$ cat src/rtl/sdam_pkg.sv
`default_nettype none

package sdam_pkg;

  localparam int unsigned IN_DIG_W  = 32;
  localparam int unsigned OUT_DIG_W = 64;
  localparam int unsigned LEN_W     = 5;

  localparam logic CMD_ADD = 1'b0;
  localparam logic CMD_MUL = 1'b1;

  typedef struct packed {
    logic                cmd;
    logic [IN_DIG_W-1:0] a_digits;
    logic                a_neg;
    logic [IN_DIG_W-1:0] b_digits;
    logic                b_neg;
  } in_t;

  typedef struct packed {
    logic [OUT_DIG_W-1:0] result_digits;
    logic                 result_neg;
    logic [LEN_W-1:0]     result_length;
  } out_t;

  // Controller to datapath
  typedef struct packed {
    logic load;
    logic conv_step;
    logic arith;
    logic wrap_step;
    logic dabble_step;
    logic out_load;
  } dp_cmd_t;

  // Datapath to controller
  typedef struct packed {
    logic wrap_done;
  } dp_sts_t;

  // Largest binary value of n nibbles when every nibble reads as fifteen
  function automatic longint unsigned op_max(input int unsigned n);
    longint unsigned v;
    v = 0;
    for (int unsigned i = 0; i < n; i++) begin
      v = v * 10 + 15;
    end
    return v;
  endfunction

  function automatic longint unsigned pow10(input int unsigned n);
    longint unsigned v;
    v = 1;
    for (int unsigned i = 0; i < n; i++) begin
      v = v * 10;
    end
    return v;
  endfunction

  function automatic int unsigned op_width(input int unsigned n);
    return $clog2(op_max(n) + 1);
  endfunction

endpackage

`default_nettype wire

$ cat src/rtl/sdam_datapath.sv
`default_nettype none

module sdam_datapath import sdam_pkg::*; #(
  parameter int unsigned DIGITS = 8
) (
  input  wire logic    clk_i,
  input  wire dp_cmd_t cmd_i,
  output dp_sts_t      sts_o,
  input  wire in_t     in_data_i,
  output out_t         out_data_o
);

  localparam int unsigned NIB_W   = 4 * DIGITS;
  localparam int unsigned OPW     = op_width(DIGITS);
  localparam int unsigned PW      = 2 * OPW;
  localparam int unsigned RES_DIG = 2 * DIGITS;
  localparam int unsigned RES_W   = 4 * RES_DIG;
  localparam logic [PW-1:0] MOD_P = PW'(pow10(RES_DIG));

  logic [NIB_W-1:0] a_sh_q, b_sh_q;
  logic [OPW-1:0]   a_val_q, b_val_q;
  logic             mul_q, an_q, bn_q, neg_q;
  logic [PW-1:0]    bin_q;
  logic [RES_W-1:0] bcd_q, bcd_adj;
  out_t             out_q;
  logic [LEN_W-1:0] len;
  logic             bcd_nz;

  assign sts_o.wrap_done = (bin_q < MOD_P);
  assign out_data_o      = out_q;
  assign bcd_nz          = |bcd_q;

  // add three to every digit of five or more ahead of the shift
  always_comb begin
    for (int unsigned i = 0; i < RES_DIG; i++) begin
      bcd_adj[4*i +: 4] = (bcd_q[4*i +: 4] >= 4'd5) ? bcd_q[4*i +: 4] + 4'd3
                                                     : bcd_q[4*i +: 4];
    end
  end

  always_comb begin
    len = LEN_W'(1);
    for (int unsigned i = 0; i < RES_DIG; i++) begin
      if (bcd_q[4*i +: 4] != 4'd0) begin
        len = LEN_W'(i + 1);
      end
    end
  end

  always_ff @(posedge clk_i) begin
    if (cmd_i.load) begin
      a_sh_q  <= in_data_i.a_digits[NIB_W-1:0];
      b_sh_q  <= in_data_i.b_digits[NIB_W-1:0];
      a_val_q <= '0;
      b_val_q <= '0;
      mul_q   <= (in_data_i.cmd == CMD_MUL);
      an_q    <= in_data_i.a_neg;
      bn_q    <= in_data_i.b_neg;
    end
    if (cmd_i.conv_step) begin
      // most significant digit first: value = value * 10 + digit
      a_val_q <= (a_val_q << 3) + (a_val_q << 1) + OPW'(a_sh_q[NIB_W-1 -: 4]);
      b_val_q <= (b_val_q << 3) + (b_val_q << 1) + OPW'(b_sh_q[NIB_W-1 -: 4]);
      a_sh_q  <= a_sh_q << 4;
      b_sh_q  <= b_sh_q << 4;
    end
    if (cmd_i.arith) begin
      bcd_q <= '0;
      if (mul_q) begin
        bin_q <= PW'(a_val_q) * PW'(b_val_q);
        neg_q <= an_q ^ bn_q;
      end else if (an_q == bn_q) begin
        bin_q <= PW'(a_val_q) + PW'(b_val_q);
        neg_q <= an_q;
      end else if (a_val_q >= b_val_q) begin
        bin_q <= PW'(a_val_q - b_val_q);
        neg_q <= an_q;
      end else begin
        bin_q <= PW'(b_val_q - a_val_q);
        neg_q <= bn_q;
      end
    end
    if (cmd_i.wrap_step) begin
      bin_q <= bin_q - MOD_P;
    end
    if (cmd_i.dabble_step) begin
      bcd_q <= {bcd_adj[RES_W-2:0], bin_q[PW-1]};
      bin_q <= bin_q << 1;
    end
    if (cmd_i.out_load) begin
      out_q.result_digits <= OUT_DIG_W'(bcd_q);
      out_q.result_neg    <= neg_q & bcd_nz;
      out_q.result_length <= len;
    end
  end

endmodule

`default_nettype wire

$ cat src/rtl/sdam_ctrl.sv
`default_nettype none

module sdam_ctrl import sdam_pkg::*; #(
  parameter int unsigned DIGITS = 8
) (
  input  wire logic    clk_i,
  input  wire logic    rst_ni,
  input  wire logic    in_valid_i,
  output logic         in_ready_o,
  output logic         out_valid_o,
  input  wire logic    out_ready_i,
  output dp_cmd_t      cmd_o,
  input  wire dp_sts_t sts_i
);

  localparam int unsigned PW    = 2 * op_width(DIGITS);
  localparam int unsigned CNT_W = $clog2(PW + 1);

  localparam logic [2:0] S_IDLE   = 3'd0;
  localparam logic [2:0] S_CONV   = 3'd1;
  localparam logic [2:0] S_ARITH  = 3'd2;
  localparam logic [2:0] S_WRAP   = 3'd3;
  localparam logic [2:0] S_DABBLE = 3'd4;
  localparam logic [2:0] S_FIN    = 3'd5;

  logic [2:0]       state_q, state_d;
  logic [CNT_W-1:0] cnt_q, cnt_d;
  logic             out_valid_q, out_valid_d;

  assign in_ready_o  = (state_q == S_IDLE);
  assign out_valid_o = out_valid_q;

  always_comb begin
    state_d     = state_q;
    cnt_d       = cnt_q;
    out_valid_d = out_valid_q & ~out_ready_i;
    cmd_o       = '0;
    unique case (state_q)
      S_IDLE: begin
        if (in_valid_i) begin
          cmd_o.load = 1'b1;
          cnt_d      = CNT_W'(DIGITS);
          state_d    = S_CONV;
        end
      end
      S_CONV: begin
        cmd_o.conv_step = 1'b1;
        cnt_d           = cnt_q - CNT_W'(1);
        if (cnt_q == CNT_W'(1)) begin
          state_d = S_ARITH;
        end
      end
      S_ARITH: begin
        cmd_o.arith = 1'b1;
        state_d     = S_WRAP;
      end
      S_WRAP: begin
        if (sts_i.wrap_done) begin
          cnt_d   = CNT_W'(PW);
          state_d = S_DABBLE;
        end else begin
          cmd_o.wrap_step = 1'b1;
        end
      end
      S_DABBLE: begin
        cmd_o.dabble_step = 1'b1;
        cnt_d             = cnt_q - CNT_W'(1);
        if (cnt_q == CNT_W'(1)) begin
          state_d = S_FIN;
        end
      end
      S_FIN: begin
        // hold until the output register is free
        if (!out_valid_q || out_ready_i) begin
          cmd_o.out_load = 1'b1;
          out_valid_d    = 1'b1;
          state_d        = S_IDLE;
        end
      end
      default: begin
        state_d = S_IDLE;
      end
    endcase
  end

  always_ff @(posedge clk_i or negedge rst_ni) begin
    if (!rst_ni) begin
      state_q     <= S_IDLE;
      cnt_q       <= '0;
      out_valid_q <= 1'b0;
    end else begin
      state_q     <= state_d;
      cnt_q       <= cnt_d;
      out_valid_q <= out_valid_d;
    end
  end

endmodule

`default_nettype wire

$ cat src/rtl/signed_decimal_add_multiply.sv
// Signed-magnitude BCD add and multiply. One request at a time: after a
// request is taken, in_ready_o stays low until its result has been moved
// into the output register. A request goes through decimal to binary
// conversion (one digit a cycle), add, subtract or multiply, repeated
// subtraction for reduction modulo 10^(2*DIGITS), and shift-and-add-three
// conversion of the 2*ceil(log2(15*(10^DIGITS-1)/9+1))-bit binary result
// back to BCD, one bit a cycle. The result register lets the next request
// start while the previous result waits to be taken. Digits above nine are
// taken at face value times their weight; a zero result is always positive
// with a length of one.
`default_nettype none

module signed_decimal_add_multiply import sdam_pkg::*; #(
  parameter int unsigned DIGITS = 8
) (
  input  wire logic clk_i,
  input  wire logic rst_ni,
  input  wire logic in_valid_i,
  output logic      in_ready_o,
  input  wire in_t  in_data_i,
  output logic      out_valid_o,
  input  wire logic out_ready_i,
  output out_t      out_data_o
);

  dp_cmd_t dp_cmd;
  dp_sts_t dp_sts;

  sdam_ctrl #(
    .DIGITS(DIGITS)
  ) u_ctrl (
    .clk_i      (clk_i),
    .rst_ni     (rst_ni),
    .in_valid_i (in_valid_i),
    .in_ready_o (in_ready_o),
    .out_valid_o(out_valid_o),
    .out_ready_i(out_ready_i),
    .cmd_o      (dp_cmd),
    .sts_i      (dp_sts)
  );

  sdam_datapath #(
    .DIGITS(DIGITS)
  ) u_datapath (
    .clk_i     (clk_i),
    .cmd_i     (dp_cmd),
    .sts_o     (dp_sts),
    .in_data_i (in_data_i),
    .out_data_o(out_data_o)
  );

endmodule

`default_nettype wire

$ cat config.mk
export PLATFORM = sky130hd
export DESIGN_NAME = signed_decimal_add_multiply
export DESIGN_NICKNAME = d
export VERILOG_FILES = /design/src/rtl/sdam_pkg.sv /design/src/rtl/sdam_datapath.sv /design/src/rtl/sdam_ctrl.sv /design/src/rtl/signed_decimal_add_multiply.sv
export SDC_FILE = /design/constraint.sdc
export NUM_CORES = 2
export LEC_CHECK = 0
export ABC_AREA = 1
export BUFFER_PORTS_ARGS = -buffer_cell sky130_fd_sc_hd__buf_2
export CAP_MARGIN = 20
export CORE_ASPECT_RATIO = 0.75
export CORE_MARGIN = 2
export CORE_UTILIZATION = 60
export CTS_CLUSTER_DIAMETER = 120
export DETAILED_ROUTE_END_ITERATION = 7
export MAX_ROUTING_LAYER = met4
export PLACE_DENSITY_LB_ADDON = 0.08
export SYNTH_ARGS = -nofsm -noshare
export SYNTH_HDL_FRONTEND = slang
export SYNTH_HIERARCHICAL = 1
export SYNTH_SLANG_ARGS = --single-unit
$ cat constraint.sdc
create_clock -name clk_i -period 18.95 [get_ports clk_i]
set_input_delay 1.895 -clock clk_i [delete_from_list [all_inputs] [get_ports clk_i]]
set_output_delay 1.895 -clock clk_i [all_outputs]
set_load 0.02 [all_outputs]
# Yosys cells after proc, flatten, opt, wreduce, memory -nomap -nowiden
# Index checks and enable logic that the tools add are counted.
[totals]
register_bits = 324
latchBits = 0
ram_bits = 0
mem_bits_ro = 0
inputBits = 71
output_inout_bits = 72
word_cells = 174
mem_count = 0
[op_classes]
n_addsub = 25
n_mul = 1
n_div = 0
magnitude_cmp = 18
eq_ne = 12
shift = 0
mux = 68
bitwise = 4
reduce_logical = 27
[ops]
columns = ["op", "n"]
rows = [
  ["$mux W56", 6],
  ["$mux W32", 4],
  ["$mux W64", 2],
  ["$mux W4", 23],
  ["$mux W28", 3],
  ["$ge A4 B3 Y1 const B", 16],
  ["$reduce_or A64 Y1", 1],
  ["$add A4 B2 Y4 const B", 15],
  ["$reduce_bool A4 Y1", 15],
  ["$sub A28 B28 Y29", 2],
  ["$add A28 B28 Y28", 2],
  ["$add A28 B4 Y28", 2],
  ["$lt A56 B54 Y1 const B", 1],
  ["$mul A28 B28 Y56", 1],
  ["$sub A56 B54 Y56 const B", 1],
  ["$mux W3", 10],
  ["$add A28 B28 Y29", 1],
  ["$ge A28 B28 Y1", 1],
  ["$pmux W3 S6", 1],
  ["$pmux W6 S3", 1],
  ["$mux W1", 14],
  ["$mux W6", 2],
  ["$eq A3 B2 Y1 const B", 2],
  ["$eq A3 B3 Y1 const B", 2],
  ["other kinds (19)", 27],
]

# Longest topological paths before layout
[logic_depth]
depth_word = 15
depth_mapped = 33
mapped_depth_nobuf = 31

# By module
# The synthesis kept the hierarchy.
[by_module_without_submodules]
columns = ["mod", "instances", "cells_each", "area_per_inst_um2", "seq_area_each_um2"]
rows = [
  ["sdam_datapath", 1, 6870, 51471.9, 9339.0],
  ["sdam_ctrl", 1, 96, 674.4, 250.2],
]

# Least setup slack after synthesis
# No wires, ideal clock.
[synth_path]
path_kind = "reg2reg"
from = "register u_datapath.b_val_q[1]"
to = "register u_datapath.bin_q[37], data pin"
arrival_time_ns = 6.270
t_required_ns = 18.696
setup_slack_ns = 12.427
path_stages_with_launch = 30
path_buffers = 2
period_less_slack_ns = 6.523
path_cell_list = "edfxtp_1 -> clkbuf_1 -> buf_1 -> nand2_1 -> fa_1 -> inv_1 -> fa_1 -> fa_1 -> inv_1 -> fa_1 -> inv_1 -> fa_1 -> fa_1 -> inv_1 -> fa_1 -> inv_1 -> ha_1 -> nand2_1 -> nor2_1 -> inv_1 -> nor2_1 -> inv_1 -> nor2_1 -> nand3_1 -> nand3_1 -> nand2_1 -> nand2_1 -> o21ai_1 -> a21oi_1 -> nor2_1"
[synth_between]
elab_chain_len = 7
word_cells_on_any_way = 10
classes_between = "add/sub (2); mul (1); order compare (1); mux (6)"
[synth_lines]
columns = ["item", "line", "text"]
rows = [
  ["start, declared", "sdam_datapath.sv:21", "logic [OPW-1:0] a_val_q, b_val_q;"],
  ["start signal, assigned", "sdam_datapath.sv:63", "b_val_q <= (b_val_q << 3) + (b_val_q << 1) + OPW'(b_sh_q[NIB_W-1 -: 4]);"],
  ["branches (longest 3 deep; another with $mul A28 B28 Y56)", "-", ""],
  ["$mux W56 (*)", "sdam_datapath.sv:69", "if (mul_q) begin"],
  ["$mux W56 (*)", "sdam_datapath.sv:67", "if (cmd_i.arith) begin"],
  ["$mux W56 (*)", "sdam_datapath.sv:83", "if (cmd_i.wrap_step) begin"],
  ["$mux W56 (*)", "sdam_datapath.sv:86", "if (cmd_i.dabble_step) begin"],
  ["end signal, assigned", "sdam_datapath.sv:70", "bin_q <= PW'(a_val_q) * PW'(b_val_q);"],
  ["end signal, assigned", "sdam_datapath.sv:84", "bin_q <= bin_q - MOD_P;"],
  ["end signal, assigned", "sdam_datapath.sv:88", "bin_q <= bin_q << 1;"],
  ["end, declared", "sdam_datapath.sv:23", "logic [PW-1:0] bin_q;"],
]
# Mark *: on every way between the ends. The select of a mux whose other input is x is not followed.
# A chain may end at the register's enable or synchronous reset.

# Worst setup path after layout
[layout_path]
from = "register u_datapath.a_val_q[13]"
to = "register u_datapath.bin_q[36], data pin"
[layout_between]
elab_chain_len = 7
word_cells_on_any_way = 10
classes_between = "add/sub (2); mul (1); order compare (1); mux (6)"
[layout_lines]
columns = ["item", "line", "text"]
rows = [
  ["start, declared", "sdam_datapath.sv:21", ""],
  ["start signal, assigned", "sdam_datapath.sv:62", "a_val_q <= (a_val_q << 3) + (a_val_q << 1) + OPW'(a_sh_q[NIB_W-1 -: 4]);"],
  ["branches (longest 3 deep; another with $mul A28 B28 Y56)", "-", ""],
  ["$mux W56 (*)", "sdam_datapath.sv:69", ""],
  ["$mux W56 (*)", "sdam_datapath.sv:67", ""],
  ["$mux W56 (*)", "sdam_datapath.sv:83", ""],
  ["$mux W56 (*)", "sdam_datapath.sv:86", ""],
]
# Marks and branches as above.

==> impl_metrics.yaml <==
cells_and_area:
  nets: 8144
  drive_above_1_share_pct: 5.40
  mostFrequentLayoutCells: "nand2_1 (1849), inv_1 (1680), fa_1 (681)"
  layout_commonest_cell: "nand2_1"
  area.growth.synth_to_final_pct: 5.51
grt:
  grt_pass1_vias: 46100
  grt_use_total_pct: 40.3
  antenna_found_initial: 2
  gr-total-overflow: 0
  grt_max_degree: 89
  grt_pass1_wl_um: 266000
clock_network:
  cts_buffers: 37
  postCtsSetupBuffers: 0
  htreeDepth: 2
  cts_resized: 0
  cts-root-buf: "clkbuf_16"
  cts_buffer_depth: 3
  postCtsHoldBufs: 0
  cts_tree: "yes"
  clkTransAtPathRegs_ns: 0.07
  cts.sinks: 324
  insertion_delay_ns: 0.61
die:
  die_x_um: 344
  coreArea_um2: 86000
  num_rows: 93
  boundaryPins: 143
  die_h_um: 259
  floorplan.initialDensity_pct: 60.6
  dieArea_um2: 89300
logic_synthesis:
  async_flop_share_pct: 3.09
  synth_top_cell_by_area: "fa_1"
  yosys.cell_types.count: 57
  postSynthCellCount: 6966
  netlist_area_um2: 52100
  synth_ff_type: "edfxtp_1"
  ys_seq_area_share_pct: 18.4
  yosysWarningCount: 6
  avgSynthCellArea_um2: 7.49
  synth_nets: 8151
  synth-edff-count: 305
  synthTopCellsByArea: "fa_1 (26%), edfxtp_1 (18%), nand2_1 (13%)"
  synth-seq-cells: 324
  synth_top_cell_area_share_pct: 26.1
critical_path:
  crit_path_start_kind: "flip-flop"
  crit_end: "u_datapath/bin_q[36]"
  reg2reg_to: "u_datapath/bin_q[36]"
  crit_path_start: "u_datapath/a_val_q[13]"
  reg2reg_from: "u_datapath/a_val_q[13]"
  r2r_cells: 24
  required_ns: 19.25
  path_class: "flip-flop to flip-flop"
  critPathCaptureType: "flip-flop"
  cp_max_fo: 19
  rrSetupSlack_ns: 10.90
  worstPathArrival_ns: 8.35
detailed_routing:
  ant_nets: 0
  vias_per_cell: 5.70
  wl_um: 171000
  drtIter0Drc: 5031
  firstDrtPassIters: 6
  drc: 0
  dr_total_vias: 46300
  avgRoutedWirePerCell_um: 21.1
sta:
  fmaxAchievable_mhz: 124
  slew_viol_final: 0
  rsz0062_at_grt: "false"
  hold_violations: 0
  tns_ns: 0
  worst_pin_slew_ns: 1.06
  fin_skew_ns: 0.0410
  final.period_utilization_pct: 42.5
  slew_headroom_pct: 29.5
  setup_violations: 0
  post-route-min-period_ns: 8.05
hold_path:
  hold_path.class: "flip-flop to flip-flop"
  whs_path_depth: 0
placed_design:
  gp_congestion: 1.14
  hpwl_um: 131000
  numPortBuffers: 142
outcome:
  outcome: "finished, final reports clean"
job:
  drv_cap: 0
==> critical path, cell delays in order (launching register included) <==
cell and delay (ns):
edfxtp_1 0.95, buf_4 0.47, ha_1 0.21, inv_1 0.15, fa_1 0.55, fa_1 0.55
inv_1 0.06, fa_1 0.51, fa_1 0.51, fa_1 0.41, fa_1 0.53, inv_1 0.06
fa_1 0.49, inv_1 0.06, ha_1 0.42, a21oi_1 0.27, o21ai_0 0.20, a21oi_1 0.34
nor2_1 0.07, nor2_1 0.10, nand2_1 0.12, xnor2_1 0.39, nor2_1 0.09, nor2_1 0.15
o22ai_1 0.08
==> cell usage after synthesis (3+ instances only) <==
master    count
edfxtp_1    305
nor3_1       34
o21bai_1     29
a21oi_2       3
nor4_1       14
o211ai_1      9
buf_2        12
ha_1        433
xnor2_1      19
dfrtp_1      10
buf_6         8
fa_1        681
a21oi_1     378
or2_2        19
and2_1        4
nand2_2      24
nor2_1      384
o21a_1       15
buf_4         8
clkinv_1      5
inv_1      1684
o2111a_1     12
a31oi_1      13
nor2_2       10
nand3_1     270
nand3b_1     10
dfxtp_1       9
clkbuf_1    155
o21ai_1      11
xor2_1       57
o21ai_2       7
o21ai_0     268
nand2_1    1850
nand4_1      43
and3_1        3
nand3_2       5
inv_2        13
o22ai_1       7
a21boi_0     11
buf_1        78
a21o_1       28
nand2_4       5
o31ai_1       6
==> state kept, by name (all words and copies together), names as in the netlist, named ones only <==
name / cells
u_ctrl/cnt_q: 6
u_ctrl/out_valid_o: 1
u_ctrl/state_q: 3
u_datapath/a_sh_q: 32
u_datapath/a_val_q: 28
u_datapath/an_q: 1
u_datapath/b_sh_q: 32
u_datapath/b_val_q: 28
u_datapath/bcd_q: 64
u_datapath/bin_q: 55
u_datapath/bn_q: 1
u_datapath/mul_q: 1
u_datapath/neg_q: 1
u_datapath/out_data_o: 70
==> layout make-up <==
| type | instances | area (um^2) |
|---|---|---|
| diodes | 1 | 2.50 |
| repair buffers | 216 | 1270 |
| multi-input cells | 4677 | 35100 |
| fillers | 7710 | 31000 |
| well taps | 1140 | 1430 |
| clock inverters | 20 | 228 |
| inverters | 1703 | 6400 |
| clock buffers | 47 | 1020 |
| flip-flops and latches | 324 | 9590 |
==> worst min-delay path by stage <==
stage | from | endpoint | slack [ns]
finish | u_datapath/bcd_q[59] | u_datapath/out_data_o[65] | 0.46
global route | u_datapath/bcd_q[63] | u_datapath/out_data_o[69] | 0.47
CTS | u_datapath/bcd_q[59] | u_datapath/out_data_o[65] | 0.46
detailed placement | u_datapath/bcd_q[59] | u_datapath/out_data_o[65] | 0.45
global placement | u_datapath/bcd_q[31] | u_datapath/out_data_o[37] | 0.44
floorplan | u_datapath/bcd_q[31] | u_datapath/out_data_o[37] | 0.43
==> per-stage QoR <==
step           cells  area [um^2]  setup WS (ns)  hold WS (ns)  util, %
2_1_floorplan   6966        52100          12.43         0.426        -
3_3_place_gp    8060        53800          11.31         0.441     62.5
3_5_place_dp    8060        53800          11.22         0.448     62.5
4_1_cts         8127        55000          11.14         0.463     64.0
5_1_grt         8128        55000          10.71         0.475     64.0
6_report        8128        55000          10.90         0.460     64.0
==> layer usage <==
layer	global-route usage, %	part of all wire, %	up-vias
li1	-	-	21000
met4	13.8	3.9	0
met5	-	0	-
met1	57.2	42	22200
met2	56.3	41	2735
met3	9.88	13	375
==> logic make-up after synthesis <==
group,count (synthesis),synth area share (%)
flip-flops,324,18.4
adder cells (fa/ha/maj),1114,36.5
AO/OA/AOI/OAI,807,8.56
AND/OR/NAND/NOR,2680,20.9
buffers and inverters,1965,14.4
XOR/XNOR,76,1.28
Power is left out: the tool's default activity adds up to more than one toggle a clock period on the data nets, which glitch-free logic cannot reach.
